==> src/rtl/qie_pkg.sv <==
// Shared types, constants and the index hash for the QOI encoder.
// No dependencies; every other file in rtl/ imports this package.
package qie_pkg;

    localparam int QIE_COORD_BITS     = 16;
    localparam int QIE_HASH_BITS      = 6;
    localparam int QIE_PIXEL_BITS     = 24;
    localparam int QIE_CFG_INDEX_BITS = 4;
    localparam int QIE_DIM_BITS       = 16;

    // Configuration register indexes
    localparam logic [QIE_CFG_INDEX_BITS-1:0] QIE_REG_WIDTH  = 4'd0;
    localparam logic [QIE_CFG_INDEX_BITS-1:0] QIE_REG_HEIGHT = 4'd1;

    // Chunk opcodes
    localparam logic [7:0] QOI_OP_INDEX = 8'h00;
    localparam logic [7:0] QOI_OP_DIFF  = 8'h40;
    localparam logic [7:0] QOI_OP_LUMA  = 8'h80;
    localparam logic [7:0] QOI_OP_RUN   = 8'hC0;
    localparam logic [7:0] QOI_OP_RGB   = 8'hFE;

    localparam logic [5:0] QIE_RUN_LIMIT = 6'd62;

    // Byte work left for one pixel: header, run flush, chunk, end marker
    typedef struct packed {
        logic            hdr;
        logic            run;
        logic [7:0]      run_byte;
        logic [2:0]      chunk_len;
        logic [3:0][7:0] chunk;
        logic            tail;
    } qie_desc_t;

    // (3r + 5g + 7b + 11*255) mod 64; 11*255 mod 64 is 53
    function automatic logic [QIE_HASH_BITS-1:0] qie_hash(input logic [7:0] r,
                                                           input logic [7:0] g,
                                                           input logic [7:0] b);
        logic [11:0] sum;
        sum = 12'(r) * 12'd3 + 12'(g) * 12'd5 + 12'(b) * 12'd7 + 12'd53;
        return sum[QIE_HASH_BITS-1:0];
    endfunction

endpackage

==> src/rtl/qie_index_ram.sv <==
// 64 x 24 color index memory, one write port, one registered read port.
// Depends on qie_pkg for the address and data widths.
module qie_index_ram (
    input  logic                               clk,
    input  logic                               wr_en,
    input  logic [qie_pkg::QIE_HASH_BITS-1:0]  wr_addr,
    input  logic [qie_pkg::QIE_PIXEL_BITS-1:0] wr_data,
    input  logic                               rd_en,
    input  logic [qie_pkg::QIE_HASH_BITS-1:0]  rd_addr,
    output logic [qie_pkg::QIE_PIXEL_BITS-1:0] rd_data
);
    import qie_pkg::*;

    localparam int DEPTH = 1 << QIE_HASH_BITS;

    logic [QIE_PIXEL_BITS-1:0] mem [DEPTH];
    logic [QIE_PIXEL_BITS-1:0] rd_data_reg;

    always_ff @(posedge clk)
    begin
        if (wr_en)
        begin
            mem[wr_addr] <= wr_data;
        end
    end

    always_ff @(posedge clk)
    begin
        if (rd_en)
        begin
            rd_data_reg <= mem[rd_addr];
        end
    end

    assign rd_data = rd_data_reg;

endmodule

==> src/rtl/qie_pixel_coder.sv <==
// Pixel stage: index lookup, run tracking, chunk choice and image position.
// Depends on qie_pkg; drives qie_index_ram and feeds qie_byte_sender.
module qie_pixel_coder #(
    parameter int COORD_BITS = qie_pkg::QIE_COORD_BITS
) (
    input  logic                               clk,
    input  logic                               rst_n,
    input  logic                               pixel_valid,
    output logic                               pixel_stall,
    input  logic [7:0]                         red,
    input  logic [7:0]                         green,
    input  logic [7:0]                         blue,
    input  logic [qie_pkg::QIE_DIM_BITS-1:0]   width,
    input  logic [qie_pkg::QIE_DIM_BITS-1:0]   height,
    output logic                               rd_en,
    output logic [qie_pkg::QIE_HASH_BITS-1:0]  rd_addr,
    input  logic [qie_pkg::QIE_PIXEL_BITS-1:0] rd_data,
    output logic                               wr_en,
    output logic [qie_pkg::QIE_HASH_BITS-1:0]  wr_addr,
    output logic [qie_pkg::QIE_PIXEL_BITS-1:0] wr_data,
    output qie_pkg::qie_desc_t                 desc,
    output logic                               desc_push,
    input  logic                               desc_ready,
    output logic                               busy
);
    import qie_pkg::*;

    localparam int CMP_BITS = (COORD_BITS > QIE_DIM_BITS) ? COORD_BITS : QIE_DIM_BITS;
    localparam int DEPTH    = 1 << QIE_HASH_BITS;

    logic                      s1_valid_reg;
    logic [QIE_PIXEL_BITS-1:0] s1_px_reg;
    logic [QIE_HASH_BITS-1:0]  s1_hash_reg;
    logic                      fwd_hit_reg;
    logic [QIE_PIXEL_BITS-1:0] fwd_data_reg;

    logic [QIE_PIXEL_BITS-1:0] prev_reg;
    logic [QIE_PIXEL_BITS-1:0] prev_next;
    logic [5:0]                run_reg;
    logic [5:0]                run_next;
    logic [COORD_BITS-1:0]     col_reg;
    logic [COORD_BITS-1:0]     row_reg;
    logic [DEPTH-1:0]          entry_valid_reg;

    logic                      in_fire;
    logic                      fire;
    logic [QIE_HASH_BITS-1:0]  in_hash;
    logic [QIE_PIXEL_BITS-1:0] entry;
    logic [QIE_DIM_BITS-1:0]   w_m1;
    logic [QIE_DIM_BITS-1:0]   h_m1;
    logic                      row_end;
    logic                      last;
    logic                      hdr;
    logic                      same;
    logic                      hit;
    logic                      write;
    logic                      needs;
    logic [5:0]                run_inc;
    logic signed [7:0]         vr;
    logic signed [7:0]         vg;
    logic signed [7:0]         vb;
    logic signed [7:0]         vgr;
    logic signed [7:0]         vgb;

    assign in_hash     = qie_hash(red, green, blue);
    assign in_fire     = pixel_valid && !pixel_stall;
    assign rd_en       = in_fire;
    assign rd_addr     = in_hash;
    // Entry written by the pixel leaving this stage is not yet in the read data
    assign entry       = fwd_hit_reg ? fwd_data_reg : rd_data;

    always_comb
    begin
        w_m1    = (width  == '0) ? '0 : width  - QIE_DIM_BITS'(1);
        h_m1    = (height == '0) ? '0 : height - QIE_DIM_BITS'(1);
        row_end = CMP_BITS'(col_reg) >= CMP_BITS'(w_m1);
        last    = row_end && (CMP_BITS'(row_reg) >= CMP_BITS'(h_m1));
        hdr     = (col_reg == '0) && (row_reg == '0);
        same    = s1_px_reg == prev_reg;
        run_inc = run_reg + 6'd1;
        hit     = entry_valid_reg[s1_hash_reg] && (entry == s1_px_reg);

        vr  = s1_px_reg[23:16] - prev_reg[23:16];
        vg  = s1_px_reg[15:8]  - prev_reg[15:8];
        vb  = s1_px_reg[7:0]   - prev_reg[7:0];
        vgr = vr - vg;
        vgb = vb - vg;

        desc           = '0;
        desc.hdr       = hdr;
        desc.tail      = last;
        desc.run_byte  = QOI_OP_RUN | {2'b00, same ? run_reg : run_reg - 6'd1};
        write          = 1'b0;
        run_next       = run_reg;
        prev_next      = prev_reg;

        if (same)
        begin
            if ((run_inc == QIE_RUN_LIMIT) || last)
            begin
                desc.run = 1'b1;
                run_next = '0;
            end
            else
            begin
                run_next = run_inc;
            end
        end
        else
        begin
            desc.run  = run_reg != '0;
            run_next  = '0;
            prev_next = s1_px_reg;
            if (hit)
            begin
                desc.chunk_len = 3'd1;
                desc.chunk[0]  = QOI_OP_INDEX | {2'b00, s1_hash_reg};
            end
            else
            begin
                write = 1'b1;
                if ((vr >= -8'sd2) && (vr <= 8'sd1) && (vg >= -8'sd2) && (vg <= 8'sd1)
                    && (vb >= -8'sd2) && (vb <= 8'sd1))
                begin
                    // bias of 2 on a 2-bit field flips the top bit
                    desc.chunk_len = 3'd1;
                    desc.chunk[0]  = QOI_OP_DIFF | {2'b00, vr[1:0] ^ 2'b10,
                                                    vg[1:0] ^ 2'b10, vb[1:0] ^ 2'b10};
                end
                else if ((vg >= -8'sd32) && (vg <= 8'sd31) && (vgr >= -8'sd8)
                         && (vgr <= 8'sd7) && (vgb >= -8'sd8) && (vgb <= 8'sd7))
                begin
                    desc.chunk_len = 3'd2;
                    desc.chunk[0]  = QOI_OP_LUMA | {2'b00, vg[5:0] ^ 6'b100000};
                    desc.chunk[1]  = {vgr[3:0] ^ 4'b1000, vgb[3:0] ^ 4'b1000};
                end
                else
                begin
                    desc.chunk_len = 3'd4;
                    desc.chunk[0]  = QOI_OP_RGB;
                    desc.chunk[1]  = s1_px_reg[23:16];
                    desc.chunk[2]  = s1_px_reg[15:8];
                    desc.chunk[3]  = s1_px_reg[7:0];
                end
            end
        end

        needs = hdr || desc.run || (desc.chunk_len != '0) || last;
    end

    assign fire        = s1_valid_reg && (!needs || desc_ready);
    assign desc_push   = s1_valid_reg && needs && desc_ready;
    assign pixel_stall = s1_valid_reg && !fire;
    assign busy        = s1_valid_reg;
    assign wr_en       = fire && write;
    assign wr_addr     = s1_hash_reg;
    assign wr_data     = s1_px_reg;

    always_ff @(posedge clk or negedge rst_n)
    begin
        if (!rst_n)
        begin
            s1_valid_reg <= 1'b0;
        end
        else if (in_fire)
        begin
            s1_valid_reg <= 1'b1;
        end
        else if (fire)
        begin
            s1_valid_reg <= 1'b0;
        end
    end

    always_ff @(posedge clk)
    begin
        if (in_fire)
        begin
            s1_px_reg    <= {red, green, blue};
            s1_hash_reg  <= in_hash;
            fwd_hit_reg  <= wr_en && (wr_addr == in_hash);
            fwd_data_reg <= wr_data;
        end
    end

    always_ff @(posedge clk or negedge rst_n)
    begin
        if (!rst_n)
        begin
            prev_reg        <= '0;
            run_reg         <= '0;
            col_reg         <= '0;
            row_reg         <= '0;
            entry_valid_reg <= '0;
        end
        else if (fire)
        begin
            if (last)
            begin
                // image done: drop back to the start state
                prev_reg        <= '0;
                run_reg         <= '0;
                col_reg         <= '0;
                row_reg         <= '0;
                entry_valid_reg <= '0;
            end
            else
            begin
                prev_reg <= prev_next;
                run_reg  <= run_next;
                if (write)
                begin
                    entry_valid_reg[s1_hash_reg] <= 1'b1;
                end
                if (row_end)
                begin
                    col_reg <= '0;
                    row_reg <= row_reg + COORD_BITS'(1);
                end
                else
                begin
                    col_reg <= col_reg + COORD_BITS'(1);
                end
            end
        end
    end

endmodule

==> src/rtl/qie_byte_sender.sv <==
// Byte serializer: walks one pixel's header, run, chunk and end marker bytes.
// Depends on qie_pkg for the work descriptor; fed by qie_pixel_coder.
module qie_byte_sender (
    input  logic                             clk,
    input  logic                             rst_n,
    input  qie_pkg::qie_desc_t               desc_in,
    input  logic                             desc_push,
    output logic                             desc_ready,
    input  logic [qie_pkg::QIE_DIM_BITS-1:0] width,
    input  logic [qie_pkg::QIE_DIM_BITS-1:0] height,
    output logic                             byte_valid,
    input  logic                             byte_stall,
    output logic [7:0]                       out_byte,
    output logic                             last_of_pixel,
    output logic                             end_of_image,
    output logic                             busy
);
    import qie_pkg::*;

    typedef enum logic [3:0] {
        PH_HDR   = 4'b0001,
        PH_RUN   = 4'b0010,
        PH_CHUNK = 4'b0100,
        PH_TAIL  = 4'b1000
    } phase_t;

    function automatic phase_t pick(input logic run, input logic chunk);
        if (run)
        begin
            return PH_RUN;
        end
        else if (chunk)
        begin
            return PH_CHUNK;
        end
        return PH_TAIL;
    endfunction

    qie_desc_t  desc_reg;
    logic       desc_valid_reg;
    phase_t     phase_reg;
    phase_t     phase_next;
    logic [3:0] cnt_reg;
    logic       byte_valid_reg;
    logic [7:0] byte_reg;
    logic       lop_reg;
    logic       eoi_reg;

    logic       advance;
    logic       done;
    logic       more;
    logic       final_byte;
    logic       has_chunk;
    logic [7:0] cur_byte;
    logic [7:0] hdr_byte;

    assign has_chunk  = desc_reg.chunk_len != '0;
    assign advance    = desc_valid_reg && (!byte_valid_reg || !byte_stall);
    assign final_byte = done && !more;
    assign desc_ready = !desc_valid_reg || (advance && final_byte);
    assign busy       = desc_valid_reg;

    always_comb
    begin
        unique case (cnt_reg)
            4'd0:    hdr_byte = 8'h71;
            4'd1:    hdr_byte = 8'h6F;
            4'd2:    hdr_byte = 8'h69;
            4'd3:    hdr_byte = 8'h66;
            4'd6:    hdr_byte = width[15:8];
            4'd7:    hdr_byte = width[7:0];
            4'd10:   hdr_byte = height[15:8];
            4'd11:   hdr_byte = height[7:0];
            4'd12:   hdr_byte = 8'h03;
            default: hdr_byte = 8'h00;
        endcase
    end

    always_comb
    begin
        unique case (phase_reg)
            PH_HDR:
            begin
                cur_byte   = hdr_byte;
                done       = cnt_reg == 4'd13;
                more       = desc_reg.run || has_chunk || desc_reg.tail;
                phase_next = pick(desc_reg.run, has_chunk);
            end
            PH_RUN:
            begin
                cur_byte   = desc_reg.run_byte;
                done       = 1'b1;
                more       = has_chunk || desc_reg.tail;
                phase_next = pick(1'b0, has_chunk);
            end
            PH_CHUNK:
            begin
                cur_byte   = desc_reg.chunk[cnt_reg[1:0]];
                done       = cnt_reg == ({1'b0, desc_reg.chunk_len} - 4'd1);
                more       = desc_reg.tail;
                phase_next = PH_TAIL;
            end
            PH_TAIL:
            begin
                // seven zero bytes, then 01
                cur_byte   = (cnt_reg == 4'd7) ? 8'h01 : 8'h00;
                done       = cnt_reg == 4'd7;
                more       = 1'b0;
                phase_next = PH_TAIL;
            end
            default:
            begin
                cur_byte   = 8'h00;
                done       = 1'b1;
                more       = 1'b0;
                phase_next = PH_TAIL;
            end
        endcase
    end

    always_ff @(posedge clk or negedge rst_n)
    begin
        if (!rst_n)
        begin
            desc_valid_reg <= 1'b0;
            phase_reg      <= PH_HDR;
            cnt_reg        <= '0;
        end
        else if (desc_push)
        begin
            desc_valid_reg <= 1'b1;
            phase_reg      <= desc_in.hdr ? PH_HDR
                                          : pick(desc_in.run, desc_in.chunk_len != '0);
            cnt_reg        <= '0;
        end
        else if (advance)
        begin
            if (final_byte)
            begin
                desc_valid_reg <= 1'b0;
            end
            else if (done)
            begin
                phase_reg <= phase_next;
                cnt_reg   <= '0;
            end
            else
            begin
                cnt_reg <= cnt_reg + 4'd1;
            end
        end
    end

    always_ff @(posedge clk)
    begin
        if (desc_push)
        begin
            desc_reg <= desc_in;
        end
    end

    always_ff @(posedge clk or negedge rst_n)
    begin
        if (!rst_n)
        begin
            byte_valid_reg <= 1'b0;
        end
        else if (advance)
        begin
            byte_valid_reg <= 1'b1;
        end
        else if (!byte_stall)
        begin
            byte_valid_reg <= 1'b0;
        end
    end

    always_ff @(posedge clk)
    begin
        if (advance)
        begin
            byte_reg <= cur_byte;
            lop_reg  <= final_byte;
            eoi_reg  <= final_byte && (phase_reg == PH_TAIL);
        end
    end

    assign byte_valid    = byte_valid_reg;
    assign out_byte      = byte_reg;
    assign last_of_pixel = lop_reg;
    assign end_of_image  = eoi_reg;

endmodule

==> src/rtl/qoi_image_encoder_top.sv <==
// QOI RGB encoder: one byte per cycle out while byte_stall is low. A pixel causes
// 1 to 4 bytes for its chunk, +1 run flush, +14 header, +8 end marker; or none.
// A transferred pixel passes the pixel stage, descriptor and output byte registers before its first byte is out.
// The byte output sets the pace; the pixel stage takes a new pixel as its current one moves on.
// Reset clears control, counters, previous pixel and all index valid bits at once;
// no clearing pass. Width and height registers reset to 1.
module qoi_image_encoder_top #(
    parameter int COORD_BITS = qie_pkg::QIE_COORD_BITS
) (
    input  logic                                   clk,
    input  logic                                   rst_n,
    input  logic                                   pixel_valid,
    output logic                                   pixel_stall,
    input  logic [7:0]                             red,
    input  logic [7:0]                             green,
    input  logic [7:0]                             blue,
    output logic                                   byte_valid,
    input  logic                                   byte_stall,
    output logic [7:0]                             out_byte,
    output logic                                   last_of_pixel,
    output logic                                   end_of_image,
    input  logic                                   cfg_valid,
    output logic                                   cfg_ready,
    input  logic [qie_pkg::QIE_CFG_INDEX_BITS-1:0] cfg_index,
    input  logic [qie_pkg::QIE_DIM_BITS-1:0]       cfg_data
);
    import qie_pkg::*;

    logic [QIE_DIM_BITS-1:0]   width_reg;
    logic [QIE_DIM_BITS-1:0]   height_reg;

    logic                      rd_en;
    logic [QIE_HASH_BITS-1:0]  rd_addr;
    logic [QIE_PIXEL_BITS-1:0] rd_data;
    logic                      wr_en;
    logic [QIE_HASH_BITS-1:0]  wr_addr;
    logic [QIE_PIXEL_BITS-1:0] wr_data;
    qie_desc_t                 desc;
    logic                      desc_push;
    logic                      desc_ready;
    logic                      coder_busy;
    logic                      sender_busy;

    assign cfg_ready = 1'b1;

    always_ff @(posedge clk or negedge rst_n)
    begin
        if (!rst_n)
        begin
            width_reg  <= QIE_DIM_BITS'(1);
            height_reg <= QIE_DIM_BITS'(1);
        end
        else if (cfg_valid && cfg_ready)
        begin
            if (cfg_index == QIE_REG_WIDTH)
            begin
                width_reg <= cfg_data;
            end
            else if (cfg_index == QIE_REG_HEIGHT)
            begin
                height_reg <= cfg_data;
            end
        end
    end

    qie_index_ram u_index_ram (
        .clk     (clk),
        .wr_en   (wr_en),
        .wr_addr (wr_addr),
        .wr_data (wr_data),
        .rd_en   (rd_en),
        .rd_addr (rd_addr),
        .rd_data (rd_data)
    );

    qie_pixel_coder #(
        .COORD_BITS (COORD_BITS)
    ) u_pixel_coder (
        .clk         (clk),
        .rst_n       (rst_n),
        .pixel_valid (pixel_valid),
        .pixel_stall (pixel_stall),
        .red         (red),
        .green       (green),
        .blue        (blue),
        .width       (width_reg),
        .height      (height_reg),
        .rd_en       (rd_en),
        .rd_addr     (rd_addr),
        .rd_data     (rd_data),
        .wr_en       (wr_en),
        .wr_addr     (wr_addr),
        .wr_data     (wr_data),
        .desc        (desc),
        .desc_push   (desc_push),
        .desc_ready  (desc_ready),
        .busy        (coder_busy)
    );

    qie_byte_sender u_byte_sender (
        .clk           (clk),
        .rst_n         (rst_n),
        .desc_in       (desc),
        .desc_push     (desc_push),
        .desc_ready    (desc_ready),
        .width         (width_reg),
        .height        (height_reg),
        .byte_valid    (byte_valid),
        .byte_stall    (byte_stall),
        .out_byte      (out_byte),
        .last_of_pixel (last_of_pixel),
        .end_of_image  (end_of_image),
        .busy          (sender_busy)
    );

    // End marker closes with 01 and always ends its pixel
    a_eoi_byte: assert property (@(posedge clk) disable iff (!rst_n)
        byte_valid && end_of_image |-> last_of_pixel && (out_byte == 8'h01))
        else $error("end of image flag on a wrong byte");

    // A byte that does not end its pixel leaves more work queued
    a_more_pending: assert property (@(posedge clk) disable iff (!rst_n)
        byte_valid && !last_of_pixel |-> sender_busy)
        else $error("pixel bytes cut short");

    // Input is held back only while a pixel sits in the coder
    a_stall_cause: assert property (@(posedge clk) disable iff (!rst_n)
        pixel_stall |-> coder_busy && !desc_ready)
        else $error("pixel stall without a waiting pixel");

endmodule
==> config.mk <==
export PLATFORM = sky130hd
export DESIGN_NAME = qoi_image_encoder_top
export DESIGN_NICKNAME = d
export VERILOG_FILES = /design/src/rtl/qie_pkg.sv /design/src/rtl/qie_index_ram.sv /design/src/rtl/qie_pixel_coder.sv /design/src/rtl/qie_byte_sender.sv /design/src/rtl/qoi_image_encoder_top.sv
export SDC_FILE = /design/constraint.sdc
export NUM_CORES = 2
export LEC_CHECK = 0
export BUFFER_PORTS_ARGS = -buffer_cell sky130_fd_sc_hd__buf_4
export CORE_UTILIZATION = 58
export CTS_CLUSTER_SIZE = 8
export DETAILED_ROUTE_END_ITERATION = 12
export GPL_TIMING_DRIVEN = 0
export PLACE_DENSITY = 0.74
export SYNTH_ARGS = -nofsm -noshare
export SYNTH_HDL_FRONTEND = slang
export SYNTH_SLANG_ARGS = --single-unit
==> constraint.sdc <==
create_clock -name clk -period 16.1 [get_ports clk]
set_input_delay 0 -clock clk [delete_from_list [all_inputs] [get_ports clk]]
set_output_delay 0 -clock clk [all_outputs]
set_load 0.005 [all_outputs]
-- After elaboration in Yosys (flattened, before gate mapping)
Memory sizes are Yosys's and may differ from the RTL's. A register that Yosys moved wholly into a read port is not among the register bits.
Cells that the tools add are included.
- $add $sub $neg: 16
- $mul: 3
- magnitude comparators: 17
- equal/unequal tests: 22
- muxes and demuxes: 73
- bitwise operators: 8
- reduce and logical (&&, ||, !) cells: 68
- operators by type and width (kind ; number):
    $mux 16 ; 8
    $mux 64 ; 2
    $mux 24 ; 5
    $pmux 8 s9 ; 1
    $logic_not 16->1 ; 4
    $mux 4 ; 16
    $or 64x64->64 ; 1
    $eq 24x24->1 ; 2
    $sub 8x8->8 ; 5
    $mux 35 ; 1
    $add 16x1->16 const B ; 2
    $ge 16x16->1 ; 2
    $pmux 8 s4 ; 1
    $sub 16x1->16 const B ; 2
    $logic_and 1x1->1 ; 25
    $ge 8x2->1 const B ; 3
    $le 8x2->1 const B ; 3
    $mux 6 ; 4
    $mux 8 ; 3
    $mux 1 ; 23
    $eq 4x4->1 const B ; 5
    $bmux 8 s2 ; 1
    $ge 8x4->1 const B ; 2
    $le 8x4->1 const B ; 2
    38 further kinds ; 84
- register bits after elaboration: 277
- memory bits (writable): 1536
- bits of input ports: 49
- output and inout port bits: 13
- word-level logic and storage cells: 237
- memories: 1
- memory list (memory ; depth ; bits a word ; rd ports ; clocked after memory_dff ; wr ports ; RTL line ; RTL):
    u_index_ram.mem ; 64 ; 24 ; 1 ; 1 ; 1 ; qie_index_ram.sv:16 ; logic [QIE_PIXEL_BITS-1:0] mem [DEPTH];

-- Depth between registers and ports, before layout
- word-level depth: 22
- depth in mapped cells: 21
- mapped depth without buffers: 19

-- Hierarchy
Synthesis repeated with hierarchy kept, for this count alone.
- cell total of the unflattened synthesis: 4316
- area total of the unflattened synthesis: 77115.2 um2
- by module, submodules not included (module ; times used ; cells an instance ; area an instance (um2) ; sequential area each (um2)):
    qie_index_ram ; 1 ; 2610 ; 59535.8 ; 46844.9
    qie_pixel_coder ; 1 ; 1373 ; 13025.0 ; 4829.6
    qie_byte_sender ; 1 ; 261 ; 3263.1 ; 1903.1
    qoi_image_encoder_top ; 1 ; 72 ; 1291.2 ; 803.3

-- Worst setup path before layout
OpenSTA, ideal clock, no wires.
- path kind: register to register
- start: reg width_reg[2]
- end: reg u_index_ram.rd_data_reg[0], in the netlist u_index_ram.rd_data[0] (read register of u_index_ram.mem) (enable)
- setup time: 0.446 ns
- data arrival time: 5.698 ns
- path slack: 9.956 ns
- cell stages (with the launch flop): 16
- path through: dfrtp_1 -> nor4_1 -> nand2_1 -> nor4_1 -> nand3_1 -> clkbuf_1 -> nand2_1 -> ha_1 -> a21o_1 -> a21o_1 -> a221oi_1 -> o211ai_1 -> a221oi_2 -> o211ai_1 -> nand3_1 -> and2_1
- cells in the longest elaborated chain, start to end: 17
- RTL lines (item ; RTL line ; RTL):
    from (decl) ; qoi_image_encoder_top.sv:29 ; logic [QIE_DIM_BITS-1:0] width_reg;
    from (signal assigned) ; qoi_image_encoder_top.sv:57 ; width_reg <= cfg_data;
    $sub 16x1->16 or $logic_not 16->1 (tied branches) ; qie_pixel_coder.sv:74 ; w_m1 = (width == '0) ? '0 : width - QIE_DIM_BITS'(1);
    $mux 16 (*) ; qie_pixel_coder.sv:74 ;
    $ge 16x16->1 (*) ; qie_pixel_coder.sv:76 ; row_end = CMP_BITS'(col_reg) >= CMP_BITS'(w_m1);
    $logic_and 1x1->1 (*) ; qie_pixel_coder.sv:77 ; last = row_end && (CMP_BITS'(row_reg) >= CMP_BITS'(h_m1));
    $logic_or 1x1->1 ; qie_pixel_coder.sv:99 ; if ((run_inc == QIE_RUN_LIMIT) || last)
    $mux 1 ; qie_pixel_coder.sv:99 ;
    $mux 1 ; qie_pixel_coder.sv:97 ; if (same)
    $logic_or 1x1->1 (2 in series) ; qie_pixel_coder.sv:148 ; needs = hdr || desc.run || (desc.chunk_len != '0) || last;
    $logic_or 1x1->1 (*) ; qie_pixel_coder.sv:148 ;
    $logic_not 1->1 (*) ; qie_pixel_coder.sv:151 ; assign fire = s1_valid_reg && (!needs || desc_ready);
    $logic_or 1x1->1 (*) ; qie_pixel_coder.sv:151 ;
    $logic_and 1x1->1 (*) ; qie_pixel_coder.sv:151 ;
    $logic_not 1->1 (*) ; qie_pixel_coder.sv:153 ; assign pixel_stall = s1_valid_reg && !fire;
    $logic_and 1x1->1 (*) ; qie_pixel_coder.sv:153 ;
    $logic_not 1->1 (*) ; qie_pixel_coder.sv:66 ; assign in_fire = pixel_valid && !pixel_stall;
    $logic_and 1x1->1 (*) ; qie_pixel_coder.sv:66 ;
    named net rd_en ; qoi_image_encoder_top.sv:32 ; logic rd_en;
    to (decl) ; qie_index_ram.sv:17 ; logic [QIE_PIXEL_BITS-1:0] rd_data_reg;
The timed path passes the listed nets; every way through them passes the cells marked *.
A chain may end at the register's enable or synchronous reset.

-- Worst setup path after layout
- start: reg width_reg[2]
- end: mem u_index_ram.mem[11][8] (enable)
- cells in the longest elaborated chain, start to end: 16
- RTL lines (item ; RTL line ; RTL):
    $sub 16x1->16 or $logic_not 16->1 (tied branches) ; qie_pixel_coder.sv:74 ;
    $mux 16 (*) ; qie_pixel_coder.sv:74 ;
    $ge 16x16->1 (*) ; qie_pixel_coder.sv:76 ;
    $logic_and 1x1->1 (*) ; qie_pixel_coder.sv:77 ;
    $logic_or 1x1->1 ; qie_pixel_coder.sv:99 ;
    $mux 1 ; qie_pixel_coder.sv:99 ;
    $mux 1 ; qie_pixel_coder.sv:97 ;
    $logic_or 1x1->1 (2 in series) ; qie_pixel_coder.sv:148 ;
    $logic_or 1x1->1 (*) ; qie_pixel_coder.sv:148 ;
    $logic_not 1->1 (*) ; qie_pixel_coder.sv:151 ;
    $logic_or 1x1->1 (*) ; qie_pixel_coder.sv:151 ;
    $logic_and 1x1->1 (*) ; qie_pixel_coder.sv:151 ;
    $logic_and 1x1->1 (*) ; qie_pixel_coder.sv:155 ; assign wr_en = fire && write;
    $mux 1 (*) ; qie_index_ram.sv:21 ; if (wr_en)
    $mux 1 (not written as such) (*) ; qie_index_ram.sv:23 ; mem[wr_addr] <= wr_data;
    to (decl) ; qie_index_ram.sv:16 ;
Every way passes the cells marked *; elsewhere a longest branch is shown, timed or not.

==> metrics <==
sequential-to-total area share from yosys stat 71.4%; via count approximately 43000; Leakage Power around 30 nW; Initial Util between 50% and 60%; wire length per cell 35.4 µm; met3 routed WL 28.9 mm; placed cell areas 82100 µm²; max reg flops 1536; First-pass DRT Iterations 6; Reg2Reg Launch Point width_reg[2]$_DFFE_PN0P_; pwr dens between 200 and 250 nW/µm²; DRC 0; Post-CTS Setup Repair Bufs 0; biggest area consumer among synthesized cells edfxtp_1; fmax 0.127 GHz; IO Port Bufs 60; CTS tree yes; post-synth top area share 65.9%; Reg clk slew, reported paths 50 ps; Crit. Startpoint width_reg[2]$_DFFE_PN0P_; number of I/O pins between 60 and 70; Min Hold Slack roughly 150 ps; layout cells sized above 1 25.7%; FILL cells around 7400; Via density between 6 and 7; initial antenna violation count 10; Yosys warnings 0; FFs w/ async S/R, synth 9.20%; Post-synth EDFFs 1668; capture point of the worst path u_index_ram.mem[11][8]$_DFFE_PP_; VDD IR max 0.000131 V; Top FF cell, synth edfxtp_1; Top Metal Used met5; Final Cycle Share 49.1%; CTS Root Cell clkbuf_16; met2 WL 101 mm; Final Slew Violations 0; Slew HR 4.72%; Post-Syn Area 76000 µm²; Post-Place Cells 5762; Worst setup EP type register; Unique masters post-synth 91; Clock Tree Buf Depth 4; Clock Skew 82.6 ps; Startpoint Class register; Die ar. 133000 µm²; Worst R2R Path Depth 16; wire length on met1 77.8 mm; DRT antenna net count 0; std cell rows about 130; hold crit path type input pin to register; global route overflow 0; flop2flop setup slack 8200 ps; nets 4559; first-pass GRT wire length 313 mm; Syn Nets 4002; setup tns final 0 ps; DP Worst Slack roughly 8500 ps; Die X-Extent between 300 and 400 µm; GRT Total Usage about a third; Crit path required time 16600 ps; Final Hold Fails 0; H-tree levels 5; Design Area, Final 90600 µm²; hpwl dp 132 mm; outcome finished, final reports clean; final cell count without fillers 6209; MaxCap Viol Count 0; total core area 130000 µm²; cts hold-fix bufs 97; CP Data Arrival Time ~8400 ps; Final Critical Period ~7900 ps; die height 364 µm; final setup margin 8200 ps; number of global-route vias before repair 43700; Worst-Skew Late Latency 910 ps; area growth from synthesis to layout 19.1%; FF+latch count, synth 1837; Post-Synthesis Cells 3842; critical path class register to register; Worst-Margin Slew 1430 ps; reg2reg end u_index_ram.mem[11][8]$_DFFE_PP_; Setup violations, final 0; CTS Sinks 1837; synth top area cells edfxtp_1, mux4_2, dfrtp_1; GPL Wtd Cong 0.913; largest net degree at the start of global routing approximately 110; RSZ-0062 raised after global routing false; WL final 220 mm; starting DRC count in detailed routing 7067; synthesized area per cell 19.8 µm²; CTS Buf Count 280; Post-CTS Resized 0; crit path max fanout 25
==> metal layers <==
layer | vias to the layer above | global-route usage [%]
li1 | 16800 | -
met1 | 22400 | 45.2
met2 | 3533 | 51.1
met3 | 691 | 9.98
met4 | 10 | 16.6
met5 | - | 0
==> cells in the final DEF, fill, tap and decap left out, types with 49 or more instances in the layout <==
| cell type | n |
|---|---|
| clkbuf_16 | 288 |
| clkbuf_1 | 174 |
| ha_1 | 88 |
| inv_1 | 76 |
| dlygate4sd3_1 | 96 |
| nor2_1 | 92 |
| o21a_1 | 68 |
| dfrtp_1 | 166 |
| a21oi_1 | 69 |
| edfxtp_1 | 1668 |
| mux4_2 | 521 |
| buf_4 | 65 |
| nand2_1 | 95 |
| xnor2_1 | 86 |
| buf_16 | 79 |
| o21ai_0 | 49 |
| nor2_4 | 65 |
==> report_power, final <==
part	internal [mW]	total [mW]	switching [mW]
clock network	3.20	5.19	1.99
registers	6.00	6.29	0.291
logic	2.85	7.08	4.24
total	12.0	18.6	6.51
==> layout make-up <==
| class | count | area (µm²) | share of cell area [%] |
|---|---|---|---|
| Antenna cell | 4 | 10.0 | 0.0111 |
| Inverter | 77 | 289 | 0.319 |
| Tap cell | 1742 | 2180 | 2.41 |
| Sequential cell | 1837 | 54300 | 60.0 |
| Timing Repair Buffer | 275 | 4350 | 4.80 |
| Clock buffer | 343 | 7420 | 8.20 |
| Multi-Input combinational cell | 1741 | 21200 | 23.4 |
| Buffer | 187 | 747 | 0.825 |
| Clock inverter | 3 | 76.3 | 0.0843 |
==> worst min-delay path by stage <==
stage	start	end	cells past startpoint
2_1_floorplan	rst_n	height_reg[10]$_DFFE_PN0P_	0
3_3_place_gp	red[7]	u_pixel_coder.wr_data[23]$_DFFE_PP_	1
3_5_place_dp	rst_n	height_reg[14]$_DFFE_PN0P_	1
4_1_cts	byte_stall	u_byte_sender.byte_valid$_DFFE_PN0P_	4
5_1_grt	byte_stall	u_byte_sender.byte_valid$_DFFE_PN0P_	4
6_report	byte_stall	u_byte_sender.byte_valid$_DFFE_PN0P_	4
==> Yosys cell counts (8+ instances only) <==
library cell	instances
o22ai_1	10
xnor2_1	87
a211oi_1	16
buf_2	18
o211ai_1	9
o21ai_0	49
xor2_1	43
nor2_1	149
nand3b_1	8
nand4_1	28
a221oi_1	11
buf_1	42
and2_1	13
mux2_2	29
nor2b_1	21
nand3_1	34
nand2_1	95
ha_1	88
o21ai_1	8
fa_1	23
a21o_1	19
and3_1	24
a22o_1	36
mux4_2	521
nor4_1	28
inv_1	76
nand2b_1	25
or3_1	12
a21oi_1	69
clkbuf_1	121
nor3_1	37
nor2_2	8
a22oi_1	12
edfxtp_1	1668
dfrtp_1	166
o31ai_1	8
or4_1	8
mux2i_1	44
o21a_1	68
==> kinds of logic after synthesis <==
family	Yosys count	share of synthesized area, %
xor gates and xnor gates	130	1.50
DFF	1837	71.4
other	1	0.00493
AOI/OAI and AO/OA	364	3.42
and+or+nand+nor	529	3.61
buffers and inverters	264	1.36
muxes	602	16.6
adders and majority gates	115	2.11
==> critical path, cell delays in order, from the launching register on <==
cell and delay, ps:
dfrtp_1 460, nor4_1 360, nand2_1 160, nor4_1 570, nand3_1 230, clkbuf_1 250, nand2_1 110, ha_1 240
a21o_1 160, a21o_1 170, a221oi_1 230, o211ai_1 170, a221oi_2 780, o211ai_1 720, a2111oi_4 740, nand3_1 870
nor2_4 1220
==> stage by stage <==
stage | util, % | total power, mW
floorplan | - | 10.4
global placement | 60.6 | 12.6
detailed placement | 63.2 | 13.1
CTS | 69.8 | 18.4
global route | 69.8 | 19.0
finish | 69.8 | 18.6
Power figures use the tool's default switching activity.
